==> config.mk <==
export PLATFORM = sky130hd
export DESIGN_NAME = packet_xor_swap_cipher
export DESIGN_NICKNAME = d
export VERILOG_FILES = /design/src/rtl/core/pxsc_pkg.sv /design/src/rtl/core/packet_xor_swap_cipher.sv
export SDC_FILE = /design/constraint.sdc
export NUM_CORES = 1
export LEC_CHECK = 0
export BUFFER_PORTS_ARGS = -buffer_cell sky130_fd_sc_hd__buf_2
export CAP_MARGIN = 0
export CORE_MARGIN = 1
export CORE_UTILIZATION = 40
export CTS_BUF_LIST = sky130_fd_sc_hd__clkbuf_16
export DETAILED_ROUTE_END_ITERATION = 7
export PLACE_DENSITY_LB_ADDON = 0.05
export RECOVER_POWER = 50
export REMOVE_ABC_BUFFERS = 1
export SLEW_MARGIN = 20
export SYNTH_ARGS = -nofsm -noshare
export SYNTH_HDL_FRONTEND = slang
export SYNTH_SLANG_ARGS = --single-unit
==> constraint.sdc <==
create_clock -name clock -period 13.65 [get_ports clock]
set_input_delay 2.73 -clock clock [delete_from_list [all_inputs] [get_ports clock]]
set_output_delay 2.73 -clock clock [all_outputs]
set_load 0.05 [all_outputs]
==> src/rtl/core/pxsc_pkg.sv <==
// Shared types and constants of the packet XOR and swap cipher.
package pxsc_pkg;

   localparam int unsigned BYTE_W      = 8;
   localparam int unsigned LEN_W       = 13;
   localparam int unsigned CSR_ADDR_W  = 4;
   localparam int unsigned CSR_DATA_W  = 64;
   localparam int unsigned KEY_W       = 64;

   // Reciprocal scaling for division of a packet length by a small constant.
   localparam int unsigned RECIP_SHIFT = 18;
   localparam int unsigned RECIP_W     = 18;

   // Register select, taken from the top address bit (registers are 8 bytes apart).
   localparam logic CSR_KEY = 1'b0;
   localparam logic CSR_DIR = 1'b1;

   typedef struct packed {
      logic [BYTE_W-1:0] data_byte;
      logic [LEN_W-1:0]  packet_length;
   } req_payload_type;

   typedef struct packed {
      logic [BYTE_W-1:0] out_byte;
      logic              packet_end;
      logic              run_last;
      logic              length_error;
   } rsp_payload_type;

endpackage

==> src/rtl/core/packet_xor_swap_cipher.sv <==
// Top level of the packet XOR and swap cipher: length pipeline, block control and output stage.
//
// Input items (req_) carry one packet byte and the packet's total length. Result items
// (rsp_) carry one transformed byte each. An item that completes a block of B bytes
// yields B results, one per cycle while the receiver is ready; a tail byte or a rejected
// length yields one result; other items yield none and are simply buffered.
// The key and the direction are written through the APB-style csr_ port: the key at
// byte address 0, the direction at byte address 8. pready is always high.
// An item passes through the stage 1 and stage 2 registers to the block control, and a
// result it causes is then loaded into the output register.
// Throughput: one item per cycle unless an item waits for the output register. A block's
// results leave at one per cycle from the output register while the receiver is ready and
// the next block fills, so items that only fill blocks never wait; a tail byte or a rejected
// item that follows a block waits until that block has drained.
// When the receiver stalls, the output register holds its result; items keep entering
// until an item that needs the output register meets a busy one, then req_ready drops.
// Reset clears the pipeline, the packet position and both configuration registers.
// The block buffer needs no clearing pass after reset.
module packet_xor_swap_cipher #(
   parameter int unsigned KEY_BYTES  = 8,
   parameter int unsigned MAX_PACKET = 4096
) (
   input  logic                                 clock,
   input  logic                                 reset,
   input  logic                                 req_valid,
   output logic                                 req_ready,
   input  pxsc_pkg::req_payload_type            req_payload,
   output logic                                 rsp_valid,
   input  logic                                 rsp_ready,
   output pxsc_pkg::rsp_payload_type            rsp_payload,
   input  logic                                 csr_psel,
   input  logic                                 csr_penable,
   input  logic                                 csr_pwrite,
   input  logic [pxsc_pkg::CSR_ADDR_W-1:0]      csr_paddr,
   input  logic [pxsc_pkg::CSR_DATA_W-1:0]      csr_pwdata,
   output logic [pxsc_pkg::CSR_DATA_W-1:0]      csr_prdata,
   output logic                                 csr_pready
);

   localparam int unsigned LEN_W       = pxsc_pkg::LEN_W;
   localparam int unsigned BYTE_W      = pxsc_pkg::BYTE_W;
   localparam int unsigned PROD_W      = pxsc_pkg::LEN_W + pxsc_pkg::RECIP_W;
   localparam int unsigned NCAND       = KEY_BYTES / 2 + 1;
   localparam int unsigned MOD_DIV     = KEY_BYTES / 2 + 1;
   localparam int unsigned MOD_RCP     =
      ((1 << pxsc_pkg::RECIP_SHIFT) + MOD_DIV - 1) / MOD_DIV;
   localparam int unsigned STORE_DEPTH = 2 * KEY_BYTES;
   localparam int unsigned FILL_W      = $clog2(STORE_DEPTH);
   localparam int unsigned BLK_W       = $clog2(STORE_DEPTH + 1);
   localparam int unsigned SWAP_W      = $clog2(KEY_BYTES + 1);
   localparam int unsigned KIDX_W      = $clog2(KEY_BYTES);
   localparam int unsigned POS_W       = $clog2(MAX_PACKET);
   localparam int unsigned CAND_W      = $clog2(NCAND);

   // ---------------------------------------------------------------- configuration
   logic [pxsc_pkg::KEY_W-1:0] key_ff;
   logic                       dir_ff;
   logic                       csr_write;
   logic                       csr_sel;
   logic [BYTE_W-1:0]          key_bytes [KEY_BYTES];

   assign csr_pready = 1'b1;
   assign csr_write  = csr_psel && csr_penable && csr_pwrite && csr_pready;
   assign csr_sel    = csr_paddr[pxsc_pkg::CSR_ADDR_W-1];

   always_ff @(posedge clock) begin
      if (reset) begin
         key_ff <= '0;
         dir_ff <= 1'b0;
      end else if (csr_write) begin
         case (csr_sel)
            pxsc_pkg::CSR_KEY: key_ff <= csr_pwdata;
            pxsc_pkg::CSR_DIR: dir_ff <= csr_pwdata[0];
            default: ;
         endcase
      end
   end

   always_comb begin
      csr_prdata = '0;
      if (csr_paddr[pxsc_pkg::CSR_ADDR_W-2:0] == '0) begin
         case (csr_sel)
            pxsc_pkg::CSR_KEY: csr_prdata = key_ff;
            pxsc_pkg::CSR_DIR: csr_prdata = pxsc_pkg::CSR_DATA_W'(dir_ff);
            default:           csr_prdata = '0;
         endcase
      end
   end

   always_comb begin
      for (int i = 0; i < KEY_BYTES; i++) begin
         key_bytes[i] = key_ff[8*i +: 8];
      end
   end

   // ---------------------------------------------------------------- handshake
   logic req_fire;
   logic s1_valid_ff, s1_valid_in, s1_adv;
   logic s2_valid_ff, s2_valid_in, s2_adv;
   logic o_valid_ff, o_valid_in;
   logic out_free, last_beat, rsp_fire, o_load;
   logic produces;

   assign req_fire    = req_valid && req_ready;
   assign rsp_fire    = rsp_valid && rsp_ready;
   assign out_free    = !o_valid_ff || (rsp_ready && last_beat);
   assign s2_adv      = s2_valid_ff && (!produces || out_free);
   assign s1_adv      = s1_valid_ff && (!s2_valid_ff || s2_adv);
   assign req_ready   = !s1_valid_ff || s1_adv;
   assign o_load      = s2_adv && produces;
   assign s1_valid_in = req_fire || (s1_valid_ff && !s1_adv);
   assign s2_valid_in = s1_adv || (s2_valid_ff && !s2_adv);
   assign o_valid_in  = o_load || (o_valid_ff && !(rsp_fire && last_beat));

   always_ff @(posedge clock) begin
      if (reset) begin
         s1_valid_ff <= 1'b0;
         s2_valid_ff <= 1'b0;
         o_valid_ff  <= 1'b0;
      end else begin
         s1_valid_ff <= s1_valid_in;
         s2_valid_ff <= s2_valid_in;
         o_valid_ff  <= o_valid_in;
      end
   end

   // ---------------------------------------------------------------- stage 1: quotients
   // Quotients by the small divisors come from reciprocal products, which are exact
   // for every 13-bit length at this scaling.
   logic [LEN_W-1:0]  quot_s0 [NCAND];
   logic [LEN_W-1:0]  quot_mod_s0;
   logic [PROD_W-1:0] prod_mod_s0;
   logic              bad_s0;

   logic [BYTE_W-1:0] s1_byte_ff;
   logic [LEN_W-1:0]  s1_len_ff;
   logic              s1_bad_ff;
   logic [LEN_W-1:0]  s1_quot_ff [NCAND];
   logic [LEN_W-1:0]  s1_quot_mod_ff;
   logic [LEN_W-1:0]  rem_cand [NCAND];

   for (genvar gi = 0; gi < NCAND; gi++) begin : g_cand
      localparam int unsigned DIV = 2 * gi + KEY_BYTES;
      localparam int unsigned RCP = ((1 << pxsc_pkg::RECIP_SHIFT) + DIV - 1) / DIV;
      logic [PROD_W-1:0] prod;
      assign prod          = PROD_W'(req_payload.packet_length) * PROD_W'(RCP);
      assign quot_s0[gi]   = prod[pxsc_pkg::RECIP_SHIFT +: LEN_W];
      assign rem_cand[gi]  = s1_len_ff - LEN_W'(s1_quot_ff[gi] * LEN_W'(DIV));
   end

   assign prod_mod_s0 = PROD_W'(req_payload.packet_length) * PROD_W'(MOD_RCP);
   assign quot_mod_s0 = prod_mod_s0[pxsc_pkg::RECIP_SHIFT +: LEN_W];
   assign bad_s0      = (req_payload.packet_length == '0) ||
                        ({1'b0, req_payload.packet_length} > (LEN_W+1)'(MAX_PACKET));

   always_ff @(posedge clock) begin
      if (req_fire) begin
         s1_byte_ff     <= req_payload.data_byte;
         s1_len_ff      <= req_payload.packet_length;
         s1_bad_ff      <= bad_s0;
         s1_quot_ff     <= quot_s0;
         s1_quot_mod_ff <= quot_mod_s0;
      end
   end

   // ---------------------------------------------------------------- stage 2: block size
   logic [LEN_W-1:0]  rem_mod;
   logic [CAND_W-1:0] cand_sel;
   logic [BLK_W-1:0]  blk_s1;
   logic [LEN_W-1:0]  tail_s1;

   assign rem_mod  = s1_len_ff - LEN_W'(s1_quot_mod_ff * LEN_W'(MOD_DIV));
   assign cand_sel = CAND_W'(rem_mod);
   assign blk_s1   = BLK_W'({cand_sel, 1'b0}) + BLK_W'(KEY_BYTES);
   assign tail_s1  = s1_len_ff - rem_cand[cand_sel];

   logic [BYTE_W-1:0] s2_byte_ff;
   logic [LEN_W-1:0]  s2_len_ff;
   logic              s2_bad_ff;
   logic [BLK_W-1:0]  s2_blk_ff;
   logic [LEN_W-1:0]  s2_tail_ff;

   always_ff @(posedge clock) begin
      if (s1_adv) begin
         s2_byte_ff <= s1_byte_ff;
         s2_len_ff  <= s1_len_ff;
         s2_bad_ff  <= s1_bad_ff;
         s2_blk_ff  <= blk_s1;
         s2_tail_ff <= tail_s1;
      end
   end

   // ---------------------------------------------------------------- block control
   logic [POS_W-1:0]  pos_ff, pos_in, pos_eff;
   logic [FILL_W-1:0] fill_ff, fill_in, fill_eff;
   logic [SWAP_W-1:0] swap_ff, swap_in, swap_eff, swap_sel, swap_next;
   logic [KIDX_W-1:0] kmod_ff, kmod_in, kmod_eff, kmod_inc;
   logic [KIDX_W-1:0] start_mod_ff, start_mod_in, base_mod;
   logic [BYTE_W-1:0] store_ff [STORE_DEPTH];
   logic [BYTE_W-1:0] snap [STORE_DEPTH];
   logic              overrun, is_last, in_tail, blk_done, store_we;
   logic [LEN_W:0]    pos_len;
   logic [BLK_W-1:0]  fill_inc, half, swap_inc;
   logic [BYTE_W-1:0] key_now;

   always_comb begin
      overrun  = {1'b0, LEN_W'(pos_ff)} >= {1'b0, s2_len_ff};
      pos_eff  = overrun ? '0 : pos_ff;
      fill_eff = overrun ? '0 : fill_ff;
      swap_eff = overrun ? '0 : swap_ff;
      kmod_eff = overrun ? '0 : kmod_ff;
      pos_len  = (LEN_W+1)'(pos_eff);
      is_last  = (pos_len + (LEN_W+1)'(1)) == {1'b0, s2_len_ff};
      in_tail  = pos_len >= {1'b0, s2_tail_ff};
      key_now  = key_bytes[kmod_eff];
      fill_inc = BLK_W'(fill_eff) + BLK_W'(1);
      blk_done = !in_tail && (fill_inc >= s2_blk_ff);
      produces = s2_bad_ff || in_tail || blk_done;
      half     = s2_blk_ff >> 1;
      swap_sel = (BLK_W'(swap_eff) > half) ? '0 : swap_eff;
      swap_inc = BLK_W'(swap_sel) + BLK_W'(1);
      swap_next = (swap_inc > half) ? '0 : SWAP_W'(swap_inc);
      base_mod = (fill_eff == '0) ? kmod_eff : start_mod_ff;
      kmod_inc = (kmod_eff == KIDX_W'(KEY_BYTES - 1)) ? '0 : kmod_eff + KIDX_W'(1);
      store_we = s2_adv && !s2_bad_ff && !in_tail;

      for (int i = 0; i < STORE_DEPTH; i++) begin
         snap[i] = (FILL_W'(i) == fill_eff) ? s2_byte_ff : store_ff[i];
      end

      pos_in       = pos_ff;
      fill_in      = fill_ff;
      swap_in      = swap_ff;
      kmod_in      = kmod_ff;
      start_mod_in = start_mod_ff;
      if (s2_adv && !s2_bad_ff) begin
         pos_in  = pos_eff;
         fill_in = fill_eff;
         swap_in = swap_eff;
         kmod_in = kmod_eff;
         if (in_tail) begin
            fill_in = '0;
         end else begin
            start_mod_in = base_mod;
            if (blk_done) begin
               fill_in = '0;
               swap_in = swap_next;
            end else begin
               fill_in = FILL_W'(fill_inc);
            end
         end
         if (is_last) begin
            pos_in  = '0;
            fill_in = '0;
            swap_in = '0;
            kmod_in = '0;
         end else begin
            pos_in  = POS_W'(pos_len + (LEN_W+1)'(1));
            kmod_in = kmod_inc;
         end
      end
   end

   always_ff @(posedge clock) begin
      if (reset) begin
         pos_ff  <= '0;
         fill_ff <= '0;
         swap_ff <= '0;
         kmod_ff <= '0;
      end else begin
         pos_ff  <= pos_in;
         fill_ff <= fill_in;
         swap_ff <= swap_in;
         kmod_ff <= kmod_in;
      end
   end

   always_ff @(posedge clock) begin
      start_mod_ff <= start_mod_in;
      if (store_we) begin
         store_ff[fill_eff] <= s2_byte_ff;
      end
   end

   // ---------------------------------------------------------------- output stage
   // A finished block is copied here whole, so the buffer above can take the next
   // block while this one drains. A single result is held as a block of one.
   logic [BYTE_W-1:0] o_buf_ff [STORE_DEPTH];
   logic [BLK_W-1:0]  o_blk_ff;
   logic [SWAP_W-1:0] o_r_ff;
   logic [FILL_W-1:0] o_beat_ff;
   logic [KIDX_W-1:0] o_kidx_ff;
   logic              o_xor_ff, o_dir_ff, o_end_ff, o_err_ff;
   logic [BLK_W-1:0]  beat_b, mirror, sel;
   logic [BLK_W:0]    kidx_sum;
   logic [KIDX_W-1:0] kidx;
   logic [BYTE_W-1:0] out_byte;

   always_ff @(posedge clock) begin
      if (o_load) begin
         o_beat_ff <= '0;
         if (s2_bad_ff) begin
            o_buf_ff[0] <= '0;
            o_blk_ff    <= BLK_W'(1);
            o_r_ff      <= '0;
            o_kidx_ff   <= '0;
            o_xor_ff    <= 1'b0;
            o_dir_ff    <= 1'b0;
            o_end_ff    <= 1'b0;
            o_err_ff    <= 1'b1;
         end else if (in_tail) begin
            o_buf_ff[0] <= s2_byte_ff ^ key_now;
            o_blk_ff    <= BLK_W'(1);
            o_r_ff      <= '0;
            o_kidx_ff   <= '0;
            o_xor_ff    <= 1'b0;
            o_dir_ff    <= 1'b0;
            o_end_ff    <= is_last;
            o_err_ff    <= 1'b0;
         end else begin
            o_buf_ff    <= snap;
            o_blk_ff    <= s2_blk_ff;
            o_r_ff      <= swap_sel;
            o_kidx_ff   <= base_mod;
            o_xor_ff    <= 1'b1;
            o_dir_ff    <= dir_ff;
            o_end_ff    <= is_last;
            o_err_ff    <= 1'b0;
         end
      end else if (rsp_fire && !last_beat) begin
         o_beat_ff <= o_beat_ff + FILL_W'(1);
      end
   end

   always_comb begin
      beat_b    = BLK_W'(o_beat_ff);
      last_beat = (beat_b + BLK_W'(1)) == o_blk_ff;
      mirror    = o_blk_ff - BLK_W'(1) - BLK_W'(o_r_ff);
      if (beat_b == BLK_W'(o_r_ff)) begin
         sel = mirror;
      end else if (beat_b == mirror) begin
         sel = BLK_W'(o_r_ff);
      end else begin
         sel = beat_b;
      end
      // Encryption keys a buffered byte at its input position, decryption at its
      // output position after the swap.
      kidx_sum = (BLK_W+1)'(o_kidx_ff) + (o_dir_ff ? {1'b0, beat_b} : {1'b0, sel});
      if (kidx_sum >= (BLK_W+1)'(2 * KEY_BYTES)) begin
         kidx = KIDX_W'(kidx_sum - (BLK_W+1)'(2 * KEY_BYTES));
      end else if (kidx_sum >= (BLK_W+1)'(KEY_BYTES)) begin
         kidx = KIDX_W'(kidx_sum - (BLK_W+1)'(KEY_BYTES));
      end else begin
         kidx = KIDX_W'(kidx_sum);
      end
      out_byte = o_buf_ff[FILL_W'(sel)] ^ (o_xor_ff ? key_bytes[kidx] : '0);
   end

   assign rsp_valid                = o_valid_ff;
   assign rsp_payload.out_byte     = out_byte;
   assign rsp_payload.packet_end   = o_end_ff && last_beat;
   assign rsp_payload.run_last     = last_beat;
   assign rsp_payload.length_error = o_err_ff;

   // ---------------------------------------------------------------- assertions
   a_beat_in_block: assert property (@(posedge clock) disable iff (reset)
      o_valid_ff |-> (BLK_W'(o_beat_ff) < o_blk_ff))
      else $error("output beat runs past the end of its block");

   a_error_result: assert property (@(posedge clock) disable iff (reset)
      (rsp_valid && rsp_payload.length_error) |->
         (rsp_payload.run_last && !rsp_payload.packet_end && rsp_payload.out_byte == '0))
      else $error("rejected item result is not a lone empty item");

   a_stall_cause: assert property (@(posedge clock) disable iff (reset)
      !req_ready |-> (s1_valid_ff && s2_valid_ff && o_valid_ff))
      else $error("input stalled without a full pipeline and busy output");

   a_pos_bound: assert property (@(posedge clock) disable iff (reset)
      (LEN_W+1)'(pos_ff) < (LEN_W+1)'(MAX_PACKET))
      else $error("packet position beyond the largest packet");

endmodule
==> Word level (Yosys, flattened, before mapping) <==
Memory sizes are Yosys's and may differ from the RTL's. A register that Yosys moved wholly into a read port is not among the register bits.
Index checks and enable logic that the tools add are counted.
Widths: inputs -> output; s select.
{ "word_totals": {"ff_bits": 244, "mem_bits_rw": 128, "word_cells": 174, "mem_count": 1, "in_bits": 96, "output_inout_bits": 78} }
{ "classes": {"muxes": 42, "n_bitwise": 9, "n_lt_le_gt_ge": 12, "n_reduce_logical": 45, "eq_ne": 5, "addsub": 19, "multipliers": 8} }
{ "memory_table": {"columns": ["memory", "words", "width", "read_ports", "rd_clocked_by_memory_dff", "wr", "line_no", "text"], "rows": [
  ["store_ff", 16, 8, 16, 15, 1, "packet_xor_swap_cipher.sv:199", "logic [BYTE_W-1:0] store_ff [STORE_DEPTH];"]
]} }
{ "op_table": {"columns": ["op", "n"], "rows": [
  ["$pmux 64 s2", 1],
  ["$sub 13x13->13", 6],
  ["$mux 8", 9],
  ["$mux 64", 1],
  ["$mul 13x15->28 const B", 2],
  ["$bmux 8 s3", 2],
  ["$mux 4", 11],
  ["$bmux 13 s3", 1],
  ["$bmux 8 s4", 1],
  ["$mul 13x16->29 const B", 1],
  ["$mul 13x14->27 const B", 1],
  ["$ge 12x13->1", 2],
  ["$mux 13", 2],
  ["$mul 10x3->12 const B", 2],
  ["$mux 12", 2],
  ["$mux 3", 6],
  ["$logic_and 1x1->1", 17],
  ["$xor 8x8->8", 2],
  ["$add 4x1->5 const B", 3],
  ["$eq 14x13->1", 1],
  ["$add 12x1->13 const B", 1],
  ["$gt 13x13->1 const B", 1],
  ["$logic_not 13->1", 1],
  ["$ge 4x4->1 const B", 3],
  ["32 further kinds", 61]
]} }

==> Logic depth before layout (Yosys ltp) <==
Gate-level depths: netlist (run 1).
{ "logic_depth": {"word_depth": 16, "depth_mapped": 30, "ltp_nobuf": 26} }

==> Least setup slack after synthesis (run 1) <==
OpenSTA, ideal clock, no wires.
{ "synth_path": {"kind": "register to register", "start": "register s2_len_ff[11]", "end": "register o_buf_ff[0] (netlist name) (read register of store_ff), enable pin", "t_required_ns": 13.012, "n_path_buf": 5, "path_stages_with_launch": 21, "arrival_time_ns": 10.134, "setup_ns": 0.638, "path_slack_ns": 2.877, "period_less_slack_ns": 10.773, "path_cell_list": "edfxtp_1 inv_1 ha_1 nand4b_4 or3_1 o32a_1 and2_1 buf_6 buf_2 clkbuf_1 buf_2 nand2_1 inv_1 ha_1 clkbuf_1 xnor2_1 ha_1 a2111oi_0 a21oi_2 or3_1 a21oi_1"} }
{ "synth_between": {"elab_chain_cells": 11, "word_cells_on_any_way": 16, "classes_between": "1 x add/sub; 3 x order compare; 2 x mux; 1 x bitwise; 9 x reduce/logical"} }
{ "synth_lines": {"columns": ["item", "line_no", "text"], "rows": [
  ["start, declared", "packet_xor_swap_cipher.sv:178", "logic [LEN_W-1:0] s2_len_ff;"],
  ["start signal, assigned", "packet_xor_swap_cipher.sv:186", "s2_len_ff <= s1_len_ff;"],
  ["$ge 12x13->1 *", "packet_xor_swap_cipher.sv:207", "overrun = {1'b0, LEN_W'(pos_ff)} >= {1'b0, s2_len_ff};"],
  ["$mux 4 / $mux 12 (equally long branches)", "packet_xor_swap_cipher.sv:209, packet_xor_swap_cipher.sv:208", null],
  ["$add 4x1->5 / $ge 12x13->1 (equally long branches)", "packet_xor_swap_cipher.sv:216, packet_xor_swap_cipher.sv:214", null],
  ["$ge 5x5->1 / $logic_not 1->1 (equally long branches)", "packet_xor_swap_cipher.sv:217", "blk_done = !in_tail && (fill_inc >= s2_blk_ff);"],
  ["$logic_and 1x1->1", "packet_xor_swap_cipher.sv:217", null],
  ["$logic_or 1x1->1", "packet_xor_swap_cipher.sv:218", "produces = s2_bad_ff || in_tail || blk_done;"],
  ["$logic_not 1->1", "packet_xor_swap_cipher.sv:107", "assign s2_adv = s2_valid_ff && (!produces || out_free);"],
  ["$logic_or 1x1->1", "packet_xor_swap_cipher.sv:107", null],
  ["$logic_and 1x1->1", "packet_xor_swap_cipher.sv:107", null],
  ["$logic_and 1x1->1", "packet_xor_swap_cipher.sv:110", "assign o_load = s2_adv && produces;"],
  ["$reduce_and 3->1 (no line) *", null, null],
  ["end, declared", "packet_xor_swap_cipher.sv:288", "logic [BYTE_W-1:0] o_buf_ff [STORE_DEPTH];"]
]} }
Mark *: on every way between the ends. The rest lies on a longest branch, timed or not.
A chain may end at the register's enable or synchronous reset.

==> Final worst setup path (run 1) <==
{ "layout_path": {"start": "register pos_ff[2]", "end": "register o_buf_ff[55] (netlist name) (read register of store_ff), enable pin"} }
{ "layout_between": {"elab_chain_cells": 11, "word_cells_on_any_way": 16, "classes_between": "1 x add/sub; 3 x order compare; 2 x mux; 1 x bitwise; 9 x reduce/logical"} }
{ "layout_lines": {"columns": ["item", "line_no", "text"], "rows": [
  ["start, declared", "packet_xor_swap_cipher.sv:194", "logic [POS_W-1:0] pos_ff, pos_in, pos_eff;"],
  ["start signal, assigned", "packet_xor_swap_cipher.sv:271", "pos_ff <= pos_in;"],
  ["$ge 12x13->1", "packet_xor_swap_cipher.sv:207", null],
  ["$mux 4 / $mux 12 (equally long branches)", "packet_xor_swap_cipher.sv:209, packet_xor_swap_cipher.sv:208", null],
  ["$add 4x1->5 / $ge 12x13->1 (equally long branches)", "packet_xor_swap_cipher.sv:216, packet_xor_swap_cipher.sv:214", null],
  ["$ge 5x5->1 / $logic_not 1->1 (equally long branches)", "packet_xor_swap_cipher.sv:217", null],
  ["$logic_and 1x1->1", "packet_xor_swap_cipher.sv:217", null],
  ["$logic_or 1x1->1", "packet_xor_swap_cipher.sv:218", null],
  ["$logic_not 1->1", "packet_xor_swap_cipher.sv:107", null],
  ["$logic_or 1x1->1", "packet_xor_swap_cipher.sv:107", null],
  ["$logic_and 1x1->1", "packet_xor_swap_cipher.sv:107", null],
  ["$logic_and 1x1->1", "packet_xor_swap_cipher.sv:110", null],
  ["$reduce_and 3->1 (no line) *", null, null]
]} }
Marks and branches as above.

==> impl_metrics.ini, run 1 <==
[global_routing]
grt_max_degree = 67
grt_pass1_wl_um = 146000
track_usage_pct = 21.8
grt_overflow = 0
antenna_found_initial = 5
first_global_vias = 24700

[drt]
via_per_inst = 5.35
wl_per_cell_um = 21.1
drt_iter0_drc = 1235
drt-total-wl_um = 94600
drc = 0
antenna_left = 0
drtPass1Iterations = 5
vias = 24000

[cells_and_area]
design_area_um2 = 38100
fillers = 8089
nets = 3951
finalNonFillerCells = 4493
drive_gt1_share_pct = 13.1
final_core_util_pct = 44.8
area_delta_synth_final_pct = 11.0

[clock_tree]
clk_path_buf_depth = 3
cts_htree_levels = 2
clock_latency_ns = 0.66
cts_buffers = 56
clkTransAtPathRegs_ns = 0.06
cts_setup_buffers = 0
cts_tree = done
clock_sinks = 464
ctsHoldBuffers = 0
cts-root-buf = clkbuf_16
cts_resized = 0

[logic_synthesis]
synth_largest_area_cell = edfxtp_1
netlist_instances = 3167
synth_ff_type = edfxtp_1
async_flop_share_pct = 0
synthDistinctLibCells = 91
syn_avg_cell_area_um2 = 10.8
synth-seq-cells = 464
synthTopCellsByCount = inv_1, ha_1, edfxtp_1
yosys_warnings = 0
yosys.area.top_type_share_pct = 32.3
yosys.cell_count.top_type = inv_1
ys_top_cells_by_area = edfxtp_1, ha_1, fa_1
seq_area_frac_synth_pct = 37.8
syn_area_um2 = 34300
synth_edf_count = 369

[place]
placed_cell_area_um2 = 36400
dp.cells = 4386
gp_congestion = 0.860
portBuffers = 172
post-place-ws_ns = 4.97
hpwlAfterDp_um = 69600

[floorplan]
die_area_um2 = 87000
initial_core_util_pct = 40.3
fp.dieW_um = 295
top_level_ports = 174
die_h_um = 295
coreArea_um2 = 85100
fp-row-count = 107

[sta]
rsz0062_at_grt = false
slew_headroom_pct = -108
maxSlewViolCount = 533
finalWorstSetupSlack_ns = 3.68
setup_viol = 0
period_needed_ns = 9.97
hold_ws_ns = 0.418
fmax_ghz = 0.100
finalCritPeriodShare_pct = 73.1
setup_tns_ns = 0
timing_hold_violations_final = 0
skew_ns = 0.0633
tightest_slew_ns = 3.12

[outcome]
status = complete, but fails checks
violations = max-capacitance violations, max-slew violations

[min_path]
min_path_type = reg2reg
worstHoldStart = s1_byte_ff[5]

[critical_path]
slowest_delay_ns = 2.18
crit_path_start_kind = flop
worstPathMaxFanout = 66
timing.rr.start = pos_ff[2]
timing.critical_path.mode_cell = ha_1
reg2reg_to = o_buf_ff[55]
crit_path_cell_trace = ha_1 > or2_2 > a211oi_1 > o32a_1 > and2_1 > clkbuf_1 > nand2_1 > inv_1 > ha_1 > xnor2_1 > ha_1 > a2111oi_0 > a21oi_2 > or3_1 > a21oi_4 > clkbuf_1 > buf_4
critical_path_class = reg2reg
reg2reg_depth = 17
reg2reg_slack_ns = 3.68
cp.arrival_ns = 10.22
cp-end-kind = flop
required_ns = 13.90
crit_slowest_cell = clkbuf_1
crit_end = o_buf_ff[55]
crit_start = pos_ff[2]

[job]
max_cap_viol_count = 13

[power_and_ir_drop]
leakagePower_nw = 16.2
total_power_mw = 7.79
irDropWorstVdd_v = 0.000214
cellPowerDensity_nw_per_um2 = 204
metal layers:
layer | part of all wire (%) | routed length, µm | vias to the layer above | global-route usage, %
li1 | - | - | 11500 | -
met1 | 45 | 42300 | 12000 | 28.7
met2 | 50 | 47100 | 405 | 38.3
met3 | 3.0 | 2830 | 121 | 2.08
met4 | 2.5 | 2380 | 0 | 6.03
met5 | 0 | 0 | - | 0
power breakdown:
part           leakage (nW)  internal [mW]  switching [mW]
logic                  11.1           1.89            2.59
clock network         0.938          0.868           0.637
registers              4.15           1.72          0.0902
total                  16.2           4.48            3.32
cells in the final DEF (no fill, tap or decap), drive strengths merged, types with 95 or more instances in the layout:
| master | n |
|---|---|
| a21oi | 164 |
| and2 | 124 |
| buf | 163 |
| clkbuf | 97 |
| dfxtp | 95 |
| edfxtp | 369 |
| fa | 173 |
| ha | 382 |
| inv | 395 |
| mux2 | 130 |
| nand2 | 252 |
| nor2 | 97 |
| o21ai | 102 |
how the worst min path moves through the flow:
stage                     depth (start not counted)       endpoint
after CTS                                         0  s2_byte_ff[5]
after global routing                              0  s2_byte_ff[5]
after global placement                            0  s2_byte_ff[2]
after floorplan                                   0      s2_bad_ff
after detailed placement                          0  s2_byte_ff[5]
final                                             0  s2_byte_ff[5]
flip-flops by register name, summed over array words and instances, names as in the netlist, 4 cells and up:
register	count
o_blk_ff	5
s2_byte_ff	8
swap_ff	4
o_r_ff	4
s2_len_ff	13
s1_quot_ff	30
fill_ff	4
s2_tail_ff	13
store_ff	128
s1_byte_ff	8
pos_ff	12
o_buf_ff	128
o_beat_ff	4
s2_blk_ff	4
key_ff	64
s1_len_ff	13
worst max-delay path: cells and delay by family, from the launching register on:
family / cells / cell delay [ns]
adder cells (fa/ha/maj): 3 / 0.97
XOR/XNOR: 1 / 0.22
flip-flops: 1 / 0.61
AND/OR/NAND/NOR: 4 / 1.33
AO/OA/AOI/OAI: 5 / 1.61
buffers and inverters: 4 / 4.72
final cells by class:
| type | count | area, µm² | share of cell area [%] |
|---|---|---|---|
| clock buffer | 58 | 1450 | 3.81 |
| tap | 1144 | 1430 | 3.75 |
| multi-input combinational | 2188 | 19400 | 50.8 |
| sequential | 464 | 13000 | 34.0 |
| antenna | 2 | 5.00 | 0.0131 |
| inverter | 388 | 1460 | 3.82 |
| timing repair buffer | 202 | 1000 | 2.63 |
| clock inverter | 47 | 417 | 1.09 |
cells by family (layout without fill, tap and decap cells):
| group | count (synthesis) | after routing | synth area share [%] |
|---|---|---|---|
| AND/OR/NAND/NOR | 725 | 725 | 10.8 |
| flip-flops | 464 | 464 | 37.8 |
| multiplexers | 184 | 184 | 6.42 |
| other | 1 | 3 | 0.0109 |
| adder cells (fa/ha/maj) | 555 | 555 | 24.0 |
| AO/OA/AOI/OAI | 588 | 588 | 11.6 |
| buffers and inverters | 515 | 695 | 5.81 |
| XOR/XNOR | 135 | 135 | 3.54 |
(Power assumes the default switching activity.)
==> run 2: changes to the inputs <==
==> constraint.sdc (replaced) <==
create_clock -name clock -period 8.2 [get_ports clock]
set_input_delay 1.64 -clock clock [delete_from_list [all_inputs] [get_ports clock]]
set_output_delay 1.64 -clock clock [all_outputs]
set_load 0.05 [all_outputs]
==> impl_metrics.ini, run 2 (same netlist as run 1, synthesis figures left out) <==
[outcome]
status = complete, but fails checks
violations = max-capacitance violations, max-slew violations

[clock_tree]
cts_tree = done
cts-root-buf = clkbuf_16
clk_path_buf_depth = 3
cts_htree_levels = 2
cts_buffers = 56
clock_latency_ns = 0.65
cts_resized = 0
ctsHoldBuffers = 0
cts_setup_buffers = 0
clock_sinks = 464
clkTransAtPathRegs_ns = 0.06

[drt]
drc = 0
drtPass1Iterations = 5
drt_iter0_drc = 1332
vias = 24000
antenna_left = 0
via_per_inst = 5.32
drt-total-wl_um = 95500
wl_per_cell_um = 21.2

[cells_and_area]
diodes = 0
drive_gt1_share_pct = 13.1
top_regs = o_buf_ff x128, store_ff x128, key_ff x64
area_delta_synth_final_pct = 11.2
fillers = 8112
final_common_cell = inv_1
mostFrequentLayoutCells = inv_1, ha_1, edfxtp_1, nand2_1, fa_1
nets = 3959
design_area_um2 = 38200

[floorplan]
die_h_um = 295
fp-row-count = 107
top_level_ports = 174
die_area_um2 = 87000
coreArea_um2 = 85100
initial_core_util_pct = 40.3
fp.dieW_um = 295

[critical_path]
reg2reg_to = o_buf_ff[9]
crit_path_start_kind = flop
cp.arrival_ns = 5.96
required_ns = 6.56
timing.rr.start = pos_ff[2]
reg2reg_depth = 15
cp-end-kind = output pin
reg2reg_slack_ns = 1.15
critical_path_class = reg2out
worstPathMaxFanout = 16

[power_and_ir_drop]
swShare_pct = 42.5
irDropWorstVdd_v = 0.000271
cellPowerDensity_nw_per_um2 = 339
pwr-share-comb_pct = 57.5
total_power_mw = 12.9
internal_power_mw = 7.44
clkPwrFrac_pct = 19.2
leakagePower_nw = 16.2
p_switching_mw = 5.51
pwr-share-seq_pct = 23.3

[place]
placed_cell_area_um2 = 36500
hpwlAfterDp_um = 70300
portBuffers = 172
post-place-ws_ns = 0.686
gp_congestion = 0.859

[sta]
setup_tns_ns = 0
maxSlewViolCount = 506
setup_viol = 0
finalWorstSetupSlack_ns = 0.598
finalCritPeriodShare_pct = 92.7
period_needed_ns = 7.60
tightest_slew_ns = 2.91
fmax_ghz = 0.132
slew_headroom_pct = -93.8
skew_ns = 0.0502
timing_hold_violations_final = 0
hold_ws_ns = 0.415
rsz0062_at_grt = false

[global_routing]
antenna_found_initial = 2
track_usage_pct = 22.0
first_global_vias = 24900
grt_pass1_wl_um = 148000
grt_overflow = 0
grt_max_degree = 66

[min_path]
whs_path_depth = 0
min_path_type = reg2reg
worstHoldStart = s1_byte_ff[2]
whs_endpoint = s2_byte_ff[2]

[job]
max_cap_viol_count = 14
## run 2: changes by cell type in the layout (fill, tap and decap cells not counted), moves of 2 or more
cell,change
inv_1,+5
nand2_2,+5
nand2_1,-5
clkinvlp_4,+4
buf_12,+2
and2_0,+46
buf_2,-12
buf_4,+3
clkinv_1,-9
and2_1,-47
diode_2,-2
clkbuf_1,+14
a21oi_1,+2
## run 2: layout make-up
class	count	area (µm²)	share of cell area, %
Clock inverter	47	405	1.06
Clock buffer	58	1450	3.80
Tap cell	1144	1430	3.75
Inverter	388	1460	3.81
Sequential cell	464	13000	34.0
Timing Repair Buffer	210	1060	2.78
Multi-Input combinational cell	2188	19400	50.8
## run 2: critical path, cell delays in order (launching register included)
cell and delay (ns):
edfxtp_1 0.44, inv_1 0.08, ha_1 0.16, inv_1 0.05, fa_1 0.39, xor2_1 0.28, xor2_1 0.21, and3_1 0.33
nand4_1 0.13, a31oi_1 0.53, mux2_2 0.27, ha_1 0.14, inv_1 0.05, fa_2 0.86, mux4_2 0.56, mux2_2 0.30
nand2_1 0.09, xnor2_1 0.16, buf_2 0.32
## run 2: power groups by stage
stage	logic, mW	clock network (mW)	registers (mW)
2_1_floorplan	5.63	0	3.00
4_1_cts	7.56	2.55	3.02
5_1_grt	8.44	2.65	3.04
3_5_place_dp	7.49	0	3.07
6_report	7.45	2.48	3.02
3_3_place_gp	7.37	0	3.07
## run 2: metal layers
layer,part of all wire [%],global-route usage [%],up-vias
met5,0,0,-
met4,2.3,5.66,0
met3,2.7,1.87,123
met2,49,38.7,362
met1,45,29.2,11900
li1,-,-,11600
## run 2: through the flow
stage | cells | util, %
finish | 4499 | 44.9
CTS | 4499 | 45.0
global placement | 4394 | 42.9
detailed placement | 4394 | 42.9
global route | 4499 | 44.9
floorplan | 3040 | -
## run 2: how the worst max path moves through the flow
stage                              start              end  slack, ns  cells past startpoint
after detailed placement  req_payload[9]   s1_quot_ff[47]       0.69                     17
final                          o_r_ff[0]  rsp_payload[10]       0.60                     18
after CTS                      o_r_ff[0]  rsp_payload[10]       0.25                     18
after floorplan                pos_ff[2]      o_buf_ff[0]      -2.55                     14
after global routing           pos_ff[2]        req_ready       0.14                     18
after global placement    req_payload[8]   s1_quot_ff[47]       0.81                     17
